<file path="src/rtl/pcdd_pkg.sv">
`timescale 1ns / 1ps
`default_nettype none
// ----------------------------------------------------------------------------
// pcdd_pkg
// Shared types and constants of the pointer click and drag detector.
// ----------------------------------------------------------------------------
package pcdd_pkg;

    localparam int NUM_BUTTONS_DEF = 3;
    localparam int COORD_BITS_DEF  = 16;

    localparam logic [31:0] THRESH_RESET = 32'd4;

    typedef enum logic [1:0] {
        OP_DOWN = 2'd0,
        OP_UP   = 2'd1,
        OP_MOVE = 2'd2
    } t_op;

    typedef enum logic [1:0] {
        EV_CLICK      = 2'd0,
        EV_DRAG_START = 2'd1,
        EV_DRAG       = 2'd2,
        EV_DRAG_STOP  = 2'd3
    } t_ev;

    typedef struct packed {
        t_op        op;
        logic [1:0] button;
        logic [3:0] modifiers;
    } t_in_ctl;

    typedef struct packed {
        logic       stop;
        logic       click;
        logic       drag;
        logic [1:0] button;
        logic [3:0] modifiers;
    } t_pend_ctl;

endpackage : pcdd_pkg
`default_nettype wire

</file>
<file path="src/rtl/pcdd_in_reg.sv">
`timescale 1ns / 1ps
`default_nettype none
// ----------------------------------------------------------------------------
// pcdd_in_reg
// Input register: holds one pointer event until the core takes it.
// ----------------------------------------------------------------------------
module pcdd_in_reg
    import pcdd_pkg::*;
#(
    parameter int COORD_BITS = COORD_BITS_DEF
) (
    input  wire logic                         i_clk,
    input  wire logic                         i_rst_n,
    input  wire logic                         i_valid,
    output logic                              o_stall,
    input  wire t_in_ctl                      i_ctl,
    input  wire logic signed [COORD_BITS-1:0] i_x,
    input  wire logic signed [COORD_BITS-1:0] i_y,
    input  wire logic                         i_consume,
    output logic                              o_valid,
    output t_in_ctl                           o_ctl,
    output logic signed [COORD_BITS-1:0]      o_x,
    output logic signed [COORD_BITS-1:0]      o_y
);

    logic                         r_vld;
    logic                         n_vld;
    t_in_ctl                      r_ctl;
    logic signed [COORD_BITS-1:0] r_x;
    logic signed [COORD_BITS-1:0] r_y;
    logic                         accept;

    assign o_stall = r_vld && !i_consume;
    assign accept  = i_valid && !o_stall;

    always_comb begin
        if (accept) begin
            n_vld = 1'b1;
        end else if (i_consume) begin
            n_vld = 1'b0;
        end else begin
            n_vld = r_vld;
        end
    end

    always_ff @(posedge i_clk) begin
        if (!i_rst_n) begin
            r_vld <= 1'b0;
        end else begin
            r_vld <= n_vld;
        end
    end

    always_ff @(posedge i_clk) begin
        if (accept) begin
            r_ctl <= i_ctl;
            r_x   <= i_x;
            r_y   <= i_y;
        end
    end

    assign o_valid = r_vld;
    assign o_ctl   = r_ctl;
    assign o_x     = r_x;
    assign o_y     = r_y;

endmodule : pcdd_in_reg
`default_nettype wire

</file>
<file path="config.mk">
export PLATFORM = sky130hd
export DESIGN_NAME = pcdd_in_reg
export DESIGN_NICKNAME = d
export VERILOG_FILES = /design/src/rtl/pcdd_pkg.sv /design/src/rtl/pcdd_in_reg.sv
export SDC_FILE = /design/constraint.sdc
export NUM_CORES = 1
export LEC_CHECK = 0
export BUFFER_PORTS_ARGS = -buffer_cell sky130_fd_sc_hd__buf_4
export CORE_MARGIN = 2
export CORE_UTILIZATION = 43
export CTS_BUF_LIST = sky130_fd_sc_hd__clkbuf_16
export DETAILED_ROUTE_END_ITERATION = 12
export GPL_TIMING_DRIVEN = 0
export PLACE_DENSITY = 0.79
export SYNTH_ARGS = -nofsm -noshare
export SYNTH_HDL_FRONTEND = slang
export SYNTH_SLANG_ARGS = --single-unit
</file>
<file path="constraint.sdc">
create_clock -name i_clk -period 6.5 [get_ports i_clk]
set_clock_uncertainty 0.1 [all_clocks]
set_input_delay 0.65 -clock i_clk [delete_from_list [all_inputs] [get_ports i_clk]]
set_output_delay 0.65 -clock i_clk [all_outputs]
set_load 0.005 [all_outputs]
</file>
==> impl_metrics.tcl <==
set metrics [dict create \
    power.switching_w 0.000111 \
    status "complete, no violations" \
    drt_iter0_markers 12 \
    vias_per_cell 4.50 \
    finalMaxSlewViolations 0 \
    rsz0062_at_grt "no" \
    worstMarginPinSlew_ns 0.313 \
    antenna_cells 0 \
    dp_cells 161 \
    grt_pass1_wl_mm 3.52 \
    hold_viol 0 \
    grt_max_degree 32 \
    power_frac_comb_pct 8.4 \
    place_congestion 0.665 \
    synth_cells 44 \
    netlist_area_um2 1250 \
    vias 760 \
    coreArea_um2 2760 \
    power.internal_w 0.000524 \
    hold_buffers 0 \
    post-route-min-period_ns 1.79 \
    synthTopCellsByArea "edfxtp_1, dfxtp_1, nor2b_4, o21a_1, nor2b_1" \
    r2r_slack_ns 5.10 \
    cts-htree-levels 2 \
    drc_errors 0 \
    p_seq_share_pct 49.3 \
    finish.utilization_pct 76.9 \
    cts_tree "done" \
    antenna_found_initial 0 \
    peakVddDrop_mv 0.339 \
    initial_utilization_pct 45.3 \
    syn-num-nets 88 \
    final-setup-viol-count 0 \
    swShare_pct 17.5 \
    insertion_delay_ns 0.28 \
    grt_overflow 0 \
    dieHeight_um 57.9 \
    critical_path.max_fanout 3 \
    maxSlewHeadroom_pct 79.1 \
    cts.sinks 41 \
    min_path_type "input port to register" \
    synth.most_common_cell "edfxtp_1" \
    root_buffer "clkbuf_16" \
    place_hpwl_mm 1.92 \
    finalCritPeriodShare_pct 27.6 \
    rr_endpoint "o_x[4]$_DFFE_PP_" \
    clkPwrFrac_pct 42.3 \
    areaGrowthSynthToFinish_pct 69.7 \
    grt_pass1_vias 727 \
    worstRegToRegCells 3 \
    async_flop_share_pct 0 \
    cp_data_required_time_ns 5.75 \
    min_delay_worst_endpoint "o_x[7]$_DFFE_PP_" \
    drive_gt1_share_pct 68.8 \
    clk_pin_slew_ns 0.06 \
    timing.fmax_ghz 0.558 \
    post_cts_buffers 0 \
    synthFlopType "edfxtp_1" \
    totalNegativeSetupSlack_ns 0 \
    cp-start-kind "input port" \
    setup_slack_ns 4.71 \
    worstReg2RegStart "o_valid$_SDFFE_PN0P_" \
    cts_resized 0 \
    finalPower_w 0.000635 \
    end_kind "output pin" \
    num_rows 19 \
    dp_slack_ns 4.70 \
    grt_use_total_pct 15.9 \
    clockBufferDepth 2 \
    cts_buffers 5 \
    synth_top_cell_by_area "edfxtp_1" \
    synth_top_area_share_pct 96.2 \
    drtPass1Iterations 3 \
    avgRoutedWirePerCell_um 14.9 \
    ys_seq_elements 41 \
    wirelength_mm 2.51 \
    drv_cap 0 \
    holdPathStages 1 \
    stdcell_count 169 \
    yosys-top-cells-count "edfxtp_1, dfxtp_1, nor2b_1, nor2b_4, o21a_1" \
    drtAntennaViolNets 0 \
    numPortBuffers 85 \
    synth_edf_count 40 \
    nNetsFinal 181 \
    ys_seq_area_share_pct 97.8 \
    critPathKind "input port to output pin" \
    min_from "i_x[7]" \
    synth_warnings 0 \
    ys_types 5 \
    crit_arrival_ns 1.04 \
    pwr_density_cell_nw_per_um2 299 \
    die-area_um2 3350 \
    leakage_nw 0.907 \
    chipWidth_um 57.9 \
    pin_count 86 \
    synth.avg_cell_area_um2 28.4 \
]
[final cells by class]
| class | count | area [um^2] |
|---|---|---|
| Timing Repair Buffer | 86 | 658 |
| Multi-Input combinational cell | 3 | 35.0 |
| Sequential cell | 41 | 1220 |
| Fill cell | 166 | 638 |
| Tap cell | 31 | 38.8 |
| Clock buffer | 5 | 125 |
| Clock inverter | 3 | 41.3 |
[per-stage QoR]
stage	hold slack [ns]	instance area, um^2
2_1_floorplan	0.516	1250
3_3_place_gp	0.492	1930
3_5_place_dp	0.553	1950
4_1_cts	0.437	2120
5_1_grt	0.428	2120
6_report	0.446	2120
[worst max-delay path by stage]
stage / from / cells past startpoint / end / slack, ns
CTS: i_consume / 3 / o_stall / 4.70
global placement: i_consume / 3 / o_x[8]$_DFFE_PP_ / 2.88
detailed placement: i_consume / 3 / o_stall / 4.70
floorplan: i_consume / 2 / o_ctl[0]$_DFFE_PP_ / 3.48
finish: i_consume / 3 / o_stall / 4.71
global route: i_consume / 3 / o_stall / 4.69
[cell families (layout without fill, tap and decap cells)]
family,Yosys count,count (layout),synth area share (%)
DFF,41,41,97.8
and+or+nand+nor,2,2,1.60
AOI/OAI and AO/OA,1,1,0.601
buffers and inverters,0,94,0
[registers in the layout, indices dropped and copies added (netlist names)]
register and flops:
o_x 16, o_ctl 8, o_y 16, o_valid 1
[power by group through the flow]
stage / Combinational, W / Sequential, W / Clock [W]
2_1_floorplan: 0.00000562 / 0.000321 / 0
5_1_grt: 0.0000574 / 0.000314 / 0.000290
3_5_place_dp: 0.0000546 / 0.000318 / 0
3_3_place_gp: 0.0000502 / 0.000319 / 0
6_report: 0.0000536 / 0.000313 / 0.000268
4_1_cts: 0.0000545 / 0.000313 / 0.000277
[layout by cell type, fill, tap and decap left out]
cell type,Yosys,layout
buf_12,0,1
buf_4,0,85
bufinv_16,0,1
clkbuf_16,0,5
clkinv_1,0,1
clkinvlp_4,0,1
dfxtp_1,1,1
edfxtp_1,40,40
nor2b_4,1,2
o21a_1,1,1
[layer usage]
| metal | track usage [%] | up-vias | share of wire, % |
|---|---|---|---|
| met5 | 0 | - | 0 |
| met4 | 6.98 | 0 | 0 |
| met3 | 11.2 | 0 | 13 |
| met2 | 26.3 | 50 | 56 |
| met1 | 14.8 | 348 | 30 |
| li1 | - | 362 | - |
[worst max-delay path, cell delays in order]
cell and delay, ns:
buf_4 0.12, nor2b_4 0.15, buf_4 0.13
Note: power is estimated with default switching activity, not from simulation.
