File: config.mk
export PLATFORM = sky130hd
export DESIGN_NAME = pcdd_emit
export DESIGN_NICKNAME = d
export VERILOG_FILES = /design/src/rtl/pcdd_pkg.sv /design/src/rtl/pcdd_emit.sv
export SDC_FILE = /design/constraint.sdc
export NUM_CORES = 1
export LEC_CHECK = 0
export ABC_AREA = 0
export BUFFER_PORTS_ARGS = -buffer_cell sky130_fd_sc_hd__clkbuf_2
export CAP_MARGIN = 10
export CORE_UTILIZATION = 52
export DETAILED_ROUTE_END_ITERATION = 6
export GPL_TIMING_DRIVEN = 0
export PLACE_DENSITY = 0.85
export SETUP_SLACK_MARGIN = 0.2
export SLEW_MARGIN = 20
export SYNTH_ARGS = -nofsm -noshare
export SYNTH_HDL_FRONTEND = slang
export SYNTH_SLANG_ARGS = --single-unit
File: constraint.sdc
create_clock -name i_clk -period 4.31 [get_ports i_clk]
set_input_delay 0.862 -clock i_clk [delete_from_list [all_inputs] [get_ports i_clk]]
set_output_delay 0.862 -clock i_clk [all_outputs]
set_load 0.05 [all_outputs]
File: src/rtl/pcdd_pkg.sv
`timescale 1ns / 1ps
`default_nettype none
// ----------------------------------------------------------------------------
// pcdd_pkg
// Shared types and constants of the pointer click and drag detector.
// ----------------------------------------------------------------------------
package pcdd_pkg;

    localparam int NUM_BUTTONS_DEF = 3;
    localparam int COORD_BITS_DEF  = 16;

    localparam logic [31:0] THRESH_RESET = 32'd4;

    typedef enum logic [1:0] {
        OP_DOWN = 2'd0,
        OP_UP   = 2'd1,
        OP_MOVE = 2'd2
    } t_op;

    typedef enum logic [1:0] {
        EV_CLICK      = 2'd0,
        EV_DRAG_START = 2'd1,
        EV_DRAG       = 2'd2,
        EV_DRAG_STOP  = 2'd3
    } t_ev;

    typedef struct packed {
        t_op        op;
        logic [1:0] button;
        logic [3:0] modifiers;
    } t_in_ctl;

    typedef struct packed {
        logic       stop;
        logic       click;
        logic       drag;
        logic [1:0] button;
        logic [3:0] modifiers;
    } t_pend_ctl;

endpackage : pcdd_pkg
`default_nettype wire

File: src/rtl/pcdd_emit.sv
`timescale 1ns / 1ps
`default_nettype none
// ----------------------------------------------------------------------------
// pcdd_emit
// Holds the pending results of one event and sends them one per transfer.
// ----------------------------------------------------------------------------
module pcdd_emit
    import pcdd_pkg::*;
#(
    parameter int NUM_BUTTONS = NUM_BUTTONS_DEF,
    parameter int COORD_BITS  = COORD_BITS_DEF
) (
    input  wire logic                         i_clk,
    input  wire logic                         i_rst_n,
    input  wire logic                         i_load,
    input  wire t_pend_ctl                    i_pend,
    input  wire logic [NUM_BUTTONS-1:0]       i_start,
    input  wire logic signed [COORD_BITS-1:0] i_x,
    input  wire logic signed [COORD_BITS-1:0] i_y,
    input  wire logic signed [COORD_BITS-1:0] i_px [NUM_BUTTONS],
    input  wire logic signed [COORD_BITS-1:0] i_py [NUM_BUTTONS],
    output logic                              o_ready,
    output logic                              o_valid,
    input  wire logic                         i_stall,
    output logic [1:0]                        o_event_res,
    output logic [1:0]                        o_event_button,
    output logic signed [COORD_BITS-1:0]      o_event_x,
    output logic signed [COORD_BITS-1:0]      o_event_y,
    output logic [3:0]                        o_event_modifiers,
    output logic                              o_last
);

    // pending set
    logic                         r_stop;
    logic                         r_click;
    logic                         r_drag;
    logic [NUM_BUTTONS-1:0]       r_start;
    logic [1:0]                   r_btn;
    logic [3:0]                   r_mods;
    logic signed [COORD_BITS-1:0] r_x;
    logic signed [COORD_BITS-1:0] r_y;
    logic signed [COORD_BITS-1:0] r_px [NUM_BUTTONS];
    logic signed [COORD_BITS-1:0] r_py [NUM_BUTTONS];

    // output register
    logic                         r_out_vld;
    logic                         n_out_vld;
    t_ev                          r_ev;
    t_ev                          n_ev;
    logic [1:0]                   r_ev_btn;
    logic [1:0]                   n_ev_btn;
    logic signed [COORD_BITS-1:0] r_ev_x;
    logic signed [COORD_BITS-1:0] n_ev_x;
    logic signed [COORD_BITS-1:0] r_ev_y;
    logic signed [COORD_BITS-1:0] n_ev_y;
    logic                         r_last;
    logic                         n_last;

    logic                         out_free;
    logic                         pick;
    logic                         found;
    logic                         rem_stop;
    logic                         rem_click;
    logic                         rem_drag;
    logic [NUM_BUTTONS-1:0]       rem_start;
    logic                         rem_any;

    always_comb begin
        out_free  = !r_out_vld || !i_stall;
        pick      = 1'b0;
        found     = 1'b0;
        rem_stop  = r_stop;
        rem_click = r_click;
        rem_drag  = r_drag;
        rem_start = r_start;
        n_ev      = r_ev;
        n_ev_btn  = r_ev_btn;
        n_ev_x    = r_ev_x;
        n_ev_y    = r_ev_y;
        if (out_free) begin
            if (r_stop) begin
                pick     = 1'b1;
                rem_stop = 1'b0;
                n_ev     = EV_DRAG_STOP;
                n_ev_btn = r_btn;
                n_ev_x   = r_x;
                n_ev_y   = r_y;
            end else if (r_click) begin
                pick      = 1'b1;
                rem_click = 1'b0;
                n_ev      = EV_CLICK;
                n_ev_btn  = r_btn;
                n_ev_x    = r_x;
                n_ev_y    = r_y;
            end else if (|r_start) begin
                pick = 1'b1;
                n_ev = EV_DRAG_START;
                // lowest button first
                for (int b = 0; b < NUM_BUTTONS; b++) begin
                    if (r_start[b] && !found) begin
                        found        = 1'b1;
                        rem_start[b] = 1'b0;
                        n_ev_btn     = 2'(b);
                        n_ev_x       = r_px[b];
                        n_ev_y       = r_py[b];
                    end
                end
            end else if (r_drag) begin
                pick     = 1'b1;
                rem_drag = 1'b0;
                n_ev     = EV_DRAG;
                n_ev_btn = '0;
                n_ev_x   = r_x;
                n_ev_y   = r_y;
            end
        end
        rem_any = rem_stop || rem_click || rem_drag || (|rem_start);
        n_last  = !rem_any;
        if (pick) begin
            n_out_vld = 1'b1;
        end else if (out_free) begin
            n_out_vld = 1'b0;
        end else begin
            n_out_vld = r_out_vld;
        end
    end

    assign o_ready = !rem_any;

    always_ff @(posedge i_clk) begin
        if (!i_rst_n) begin
            r_out_vld <= 1'b0;
            r_stop    <= 1'b0;
            r_click   <= 1'b0;
            r_drag    <= 1'b0;
            r_start   <= '0;
        end else begin
            r_out_vld <= n_out_vld;
            if (i_load) begin
                r_stop  <= i_pend.stop;
                r_click <= i_pend.click;
                r_drag  <= i_pend.drag;
                r_start <= i_start;
            end else begin
                r_stop  <= rem_stop;
                r_click <= rem_click;
                r_drag  <= rem_drag;
                r_start <= rem_start;
            end
        end
    end

    always_ff @(posedge i_clk) begin
        if (i_load) begin
            r_btn  <= i_pend.button;
            r_mods <= i_pend.modifiers;
            r_x    <= i_x;
            r_y    <= i_y;
            r_px   <= i_px;
            r_py   <= i_py;
        end
    end

    always_ff @(posedge i_clk) begin
        if (pick) begin
            r_ev              <= n_ev;
            r_ev_btn          <= n_ev_btn;
            r_ev_x            <= n_ev_x;
            r_ev_y            <= n_ev_y;
            r_last            <= n_last;
            o_event_modifiers <= r_mods;
        end
    end

    assign o_valid        = r_out_vld;
    assign o_event_res    = r_ev;
    assign o_event_button = r_ev_btn;
    assign o_event_x      = r_ev_x;
    assign o_event_y      = r_ev_y;
    assign o_last         = r_last;

endmodule : pcdd_emit
`default_nettype wire

==> impl_metrics.xml <==
<?xml version="1.0" encoding="UTF-8"?>
<metrics>
  <group name="status">
    <metric name="run_status" unit="">complete, no violations</metric>
  </group>
  <group name="timing">
    <metric name="slew-limit-headroom" unit="%">48.4</metric>
    <metric name="finalCritPeriodShare" unit="%">73.1</metric>
    <metric name="final-hold-violation-count" unit="">0</metric>
    <metric name="grt_setup_unrepaired" unit="">false</metric>
    <metric name="max_slew.worst_pin.slew" unit="ns">0.772</metric>
    <metric name="post-route-min-period" unit="ns">3.15</metric>
    <metric name="timing.final.setup_violations" unit="">0</metric>
    <metric name="achievable-frequency" unit="MHz">317</metric>
    <metric name="slew_viol_final" unit="">0</metric>
    <metric name="setup_total_negative_slack" unit="ns">0</metric>
    <metric name="worst_clock_skew" unit="ns">0.00994</metric>
  </group>
  <group name="setup_path">
    <metric name="timing.critical_path.from_type" unit="">flip-flop</metric>
    <metric name="worst_r2r_startpoint" unit="">r_start[1]</metric>
    <metric name="r2r_slack" unit="ns">1.59</metric>
    <metric name="critical_path.endpoint_type" unit="">primary output</metric>
    <metric name="cp.arrival" unit="ns">2.29</metric>
    <metric name="reg_to_reg_endpoint" unit="">o_event_y[2]</metric>
    <metric name="worst_path_max_delay_cell" unit="">a2111o_1</metric>
    <metric name="crit_chain" unit="">clkbuf_1 &gt; clkbuf_1 &gt; a2111o_1 &gt; a22oi_1 &gt; clkbuf_2</metric>
    <metric name="required_time_of_the_critical_path" unit="ns">3.45</metric>
    <metric name="worst_setup_path_startpoint" unit="">r_start[1]</metric>
    <metric name="critical_path.max_fanout" unit="">10</metric>
    <metric name="critical_path_class" unit="">reg2out</metric>
    <metric name="slowest_delay" unit="ns">0.48</metric>
    <metric name="path_common_cell" unit="">clkbuf_1</metric>
    <metric name="setup.worst_path.end" unit="">o_ready</metric>
    <metric name="worst_r2r_path_depth" unit="">6</metric>
  </group>
  <group name="synth">
    <metric name="synth_enable_flop_cells" unit="">175</metric>
    <metric name="post_synth_xor_area_fraction" unit="%">0</metric>
    <metric name="commonest_cells_post_synth" unit="">edfxtp_1, o21ai_0, nor2_1</metric>
    <metric name="async_flop_share" unit="%">0</metric>
    <metric name="dominantRegCellSynth" unit="">edfxtp_1</metric>
    <metric name="ys_types" unit="">34</metric>
    <metric name="portion_of_netlist_area_occupied_by_mux_cells" unit="%">0</metric>
    <metric name="synth_top_cells_by_area" unit="">edfxtp_1, o31ai_2, and3b_1, a211oi_1, o21ai_0</metric>
    <metric name="fraction_of_the_mapped_netlist_area_in_simple_logic_gates" unit="%">7.63</metric>
    <metric name="yosysMostFrequentCell" unit="">edfxtp_1</metric>
    <metric name="yosysWarnings" unit="">0</metric>
    <metric name="syn_avg_cell_area" unit="um2">16.7</metric>
    <metric name="synth_compound_gate_area_share" unit="%">13.5</metric>
    <metric name="post_synth_design_cell_area" unit="um2">7060</metric>
    <metric name="synthAdderAreaFrac" unit="%">0</metric>
    <metric name="ys_ff_latch" unit="">182</metric>
    <metric name="synthesized_netlist_cell_count" unit="">422</metric>
    <metric name="synth.net_count" unit="">566</metric>
    <metric name="synth.yosys.seq_area_share" unit="%">76.5</metric>
    <metric name="yosys.area.top_type_share" unit="%">74.5</metric>
    <metric name="synthDominantAreaCellType" unit="">edfxtp_1</metric>
    <metric name="synth_top_family_by_area" unit="">compound AO/OA/AOI/OAI gates</metric>
  </group>
  <group name="global_route">
    <metric name="grt_start_max_net_pins" unit="">83</metric>
    <metric name="number_of_antenna_violations_at_the_first_check_in_global_routing" unit="">0</metric>
    <metric name="first_global_vias" unit="">4651</metric>
    <metric name="grt_usage" unit="%">23.1</metric>
    <metric name="globalRouteOverflowTotal" unit="">0</metric>
    <metric name="grt_first_pass_wirelength" unit="mm">23.9</metric>
  </group>
  <group name="routing">
    <metric name="drt_first_iter_violations" unit="">279</metric>
    <metric name="routedLengthMet1" unit="mm">6.07</metric>
    <metric name="detailroute.wirelength.met3" unit="um">879</metric>
    <metric name="drc" unit="">0</metric>
    <metric name="num_vias" unit="">4453</metric>
    <metric name="vias_per_cell" unit="">5.46</metric>
    <metric name="firstDrtPassIters" unit="">4</metric>
    <metric name="route.met2.wl" unit="mm">8.02</metric>
    <metric name="wl" unit="mm">15.3</metric>
    <metric name="route.top_layer_used" unit="">met4</metric>
    <metric name="postRouteAntennaNets" unit="">0</metric>
    <metric name="detail_route.wl_per_cell" unit="um">18.8</metric>
  </group>
  <group name="cells_and_area">
    <metric name="final_layout_size_suffix_gt1_share" unit="%">39.5</metric>
    <metric name="final.fill_count" unit="">936</metric>
    <metric name="area_growth" unit="%">25.2</metric>
    <metric name="diodes" unit="">0</metric>
    <metric name="nNetsFinal" unit="">772</metric>
  </group>
  <group name="job">
    <metric name="drv.max_cap_violation_count" unit="">0</metric>
  </group>
  <group name="cts">
    <metric name="max-clock-path-buffers" unit="">2</metric>
    <metric name="later_pin_clock_latency_in_the_skew_report" unit="ns">0.43</metric>
    <metric name="cts_repair_resize_count" unit="">0</metric>
    <metric name="tritoncts" unit="">done</metric>
    <metric name="cts_hold_repair.buffers" unit="">0</metric>
    <metric name="post-cts-setup-buffer-count" unit="">0</metric>
    <metric name="number_of_clock_buffers_inserted_by_tritoncts" unit="">17</metric>
    <metric name="root_buffer" unit="">clkbuf_16</metric>
    <metric name="cts-htree-levels" unit="">4</metric>
    <metric name="path_clk_slew" unit="ns">0.06</metric>
    <metric name="clock_sink_count" unit="">182</metric>
  </group>
  <group name="placement">
    <metric name="post-dp-hpwl" unit="mm">10.4</metric>
    <metric name="gp_routability_congestion" unit="">0.747</metric>
    <metric name="port_buffers" unit="">185</metric>
  </group>
  <group name="floorplanning">
    <metric name="die-height" unit="um">118</metric>
    <metric name="core_area" unit="um2">13200</metric>
    <metric name="die_width" unit="um">118</metric>
    <metric name="dieArea" unit="um2">14000</metric>
    <metric name="initial_utilization" unit="%">53.3</metric>
    <metric name="row_count" unit="">42</metric>
    <metric name="io-pin-count" unit="">187</metric>
  </group>
  <group name="power">
    <metric name="cell_pwr_density" unit="nW/um2">484</metric>
    <metric name="totalPowerFinal" unit="uW">4280</metric>
    <metric name="ir_worst_vdd" unit="mV">0.366</metric>
    <metric name="total_leakage_power" unit="uW">0.00350</metric>
  </group>
  <group name="worst_hold_path">
    <metric name="hold_path_class" unit="">reg2reg</metric>
  </group>
</metrics>
-- how the worst min path moves through the flow --
stage               startpoint              endpoint  slack, ns  cells after the start
CTS                  r_mods[0]  o_event_modifiers[0]       0.43                      0
global placement     r_mods[1]  o_event_modifiers[1]       0.41                      0
finish               r_mods[0]  o_event_modifiers[0]       0.42                      0
global route         r_mods[0]  o_event_modifiers[0]       0.43                      0
floorplan            r_mods[0]  o_event_modifiers[0]       0.40                      0
detailed placement   r_mods[0]  o_event_modifiers[0]       0.41                      0
-- placed cells by master (no fill, tap or decap), types with 3 or more instances in the layout --
cell type	netlist	routed
and3b_1	32	32
clkbuf_2	0	184
o31ai_1	3	3
clkbuf_16	0	17
a21boi_0	4	4
dfxtp_1	7	7
o31ai_2	29	29
nor2_1	33	33
buf_6	6	6
clkbuf_1	27	27
nand3_1	3	3
edfxtp_1	175	175
a211oi_1	32	32
inv_6	0	4
nand2b_1	3	3
o21ai_0	35	35
nand2_1	8	8
-- state kept, by name (all words and copies together) (netlist names) --
signal             cells
o_event_button         2
o_event_modifiers      4
o_event_res            2
o_event_x             16
o_event_y             16
o_last                 1
o_valid                1
r_btn                  2
r_click                1
r_drag                 1
r_mods                 4
r_px                  48
r_py                  48
r_start                3
r_stop                 1
r_x                   16
r_y                   16
-- worst max-delay path: cells and delay by family (launching register included) --
kind                   cells  cell delay [ns]
buffers and inverters      3             0.86
flip-flops                 1             0.33
AO/OA/AOI/OAI              2             0.67
-- kinds of logic (layout without fill, tap and decap cells) --
| kind of cell | Yosys count | count (layout) |
|---|---|---|
| buffers and inverters | 34 | 252 |
| flip-flops | 182 | 182 |
| AO/OA/AOI/OAI | 117 | 117 |
| AND/OR/NAND/NOR | 89 | 89 |
-- per-stage QoR --
step	hold WS, ns	util (%)	setup slack, ns	std cells	instance area [um2]
after detailed placement	0.408	62.5	1.33	785	8280
after CTS	0.426	66.7	1.14	816	8830
final	0.422	66.7	1.16	816	8830
after floorplan	0.400	-	1.00	422	7060
after global routing	0.431	66.7	1.05	816	8830
after global placement	0.411	61.9	-0.581	783	8200
-- routing by layer --
metal	vias up	global-route usage [%]
met5	-	0
met4	0	9.81
met3	24	5.55
met2	169	41.0
met1	2185	26.9
li1	2075	-
-- area by class of cell --
type | count | area (um2) | area share [%]
Buffer | 33 | 169 | 1.91
Sequential cell | 182 | 5400 | 61.1
Tap cell | 176 | 220 | 2.49
Clock inverter | 14 | 126 | 1.43
Clock buffer | 17 | 425 | 4.82
Timing Repair Buffer | 187 | 990 | 11.2
Multi-Input combinational cell | 206 | 1510 | 17.0
Inverter | 1 | 3.75 | 0.0425
-- power by group --
| group | internal, uW | total [uW] | switching, uW |
|---|---|---|---|
| clock | 798 | 1460 | 660 |
| combinational | 186 | 629 | 443 |
| sequential | 2140 | 2190 | 48.7 |
No activity file was read; power rests on OpenSTA's default activity.
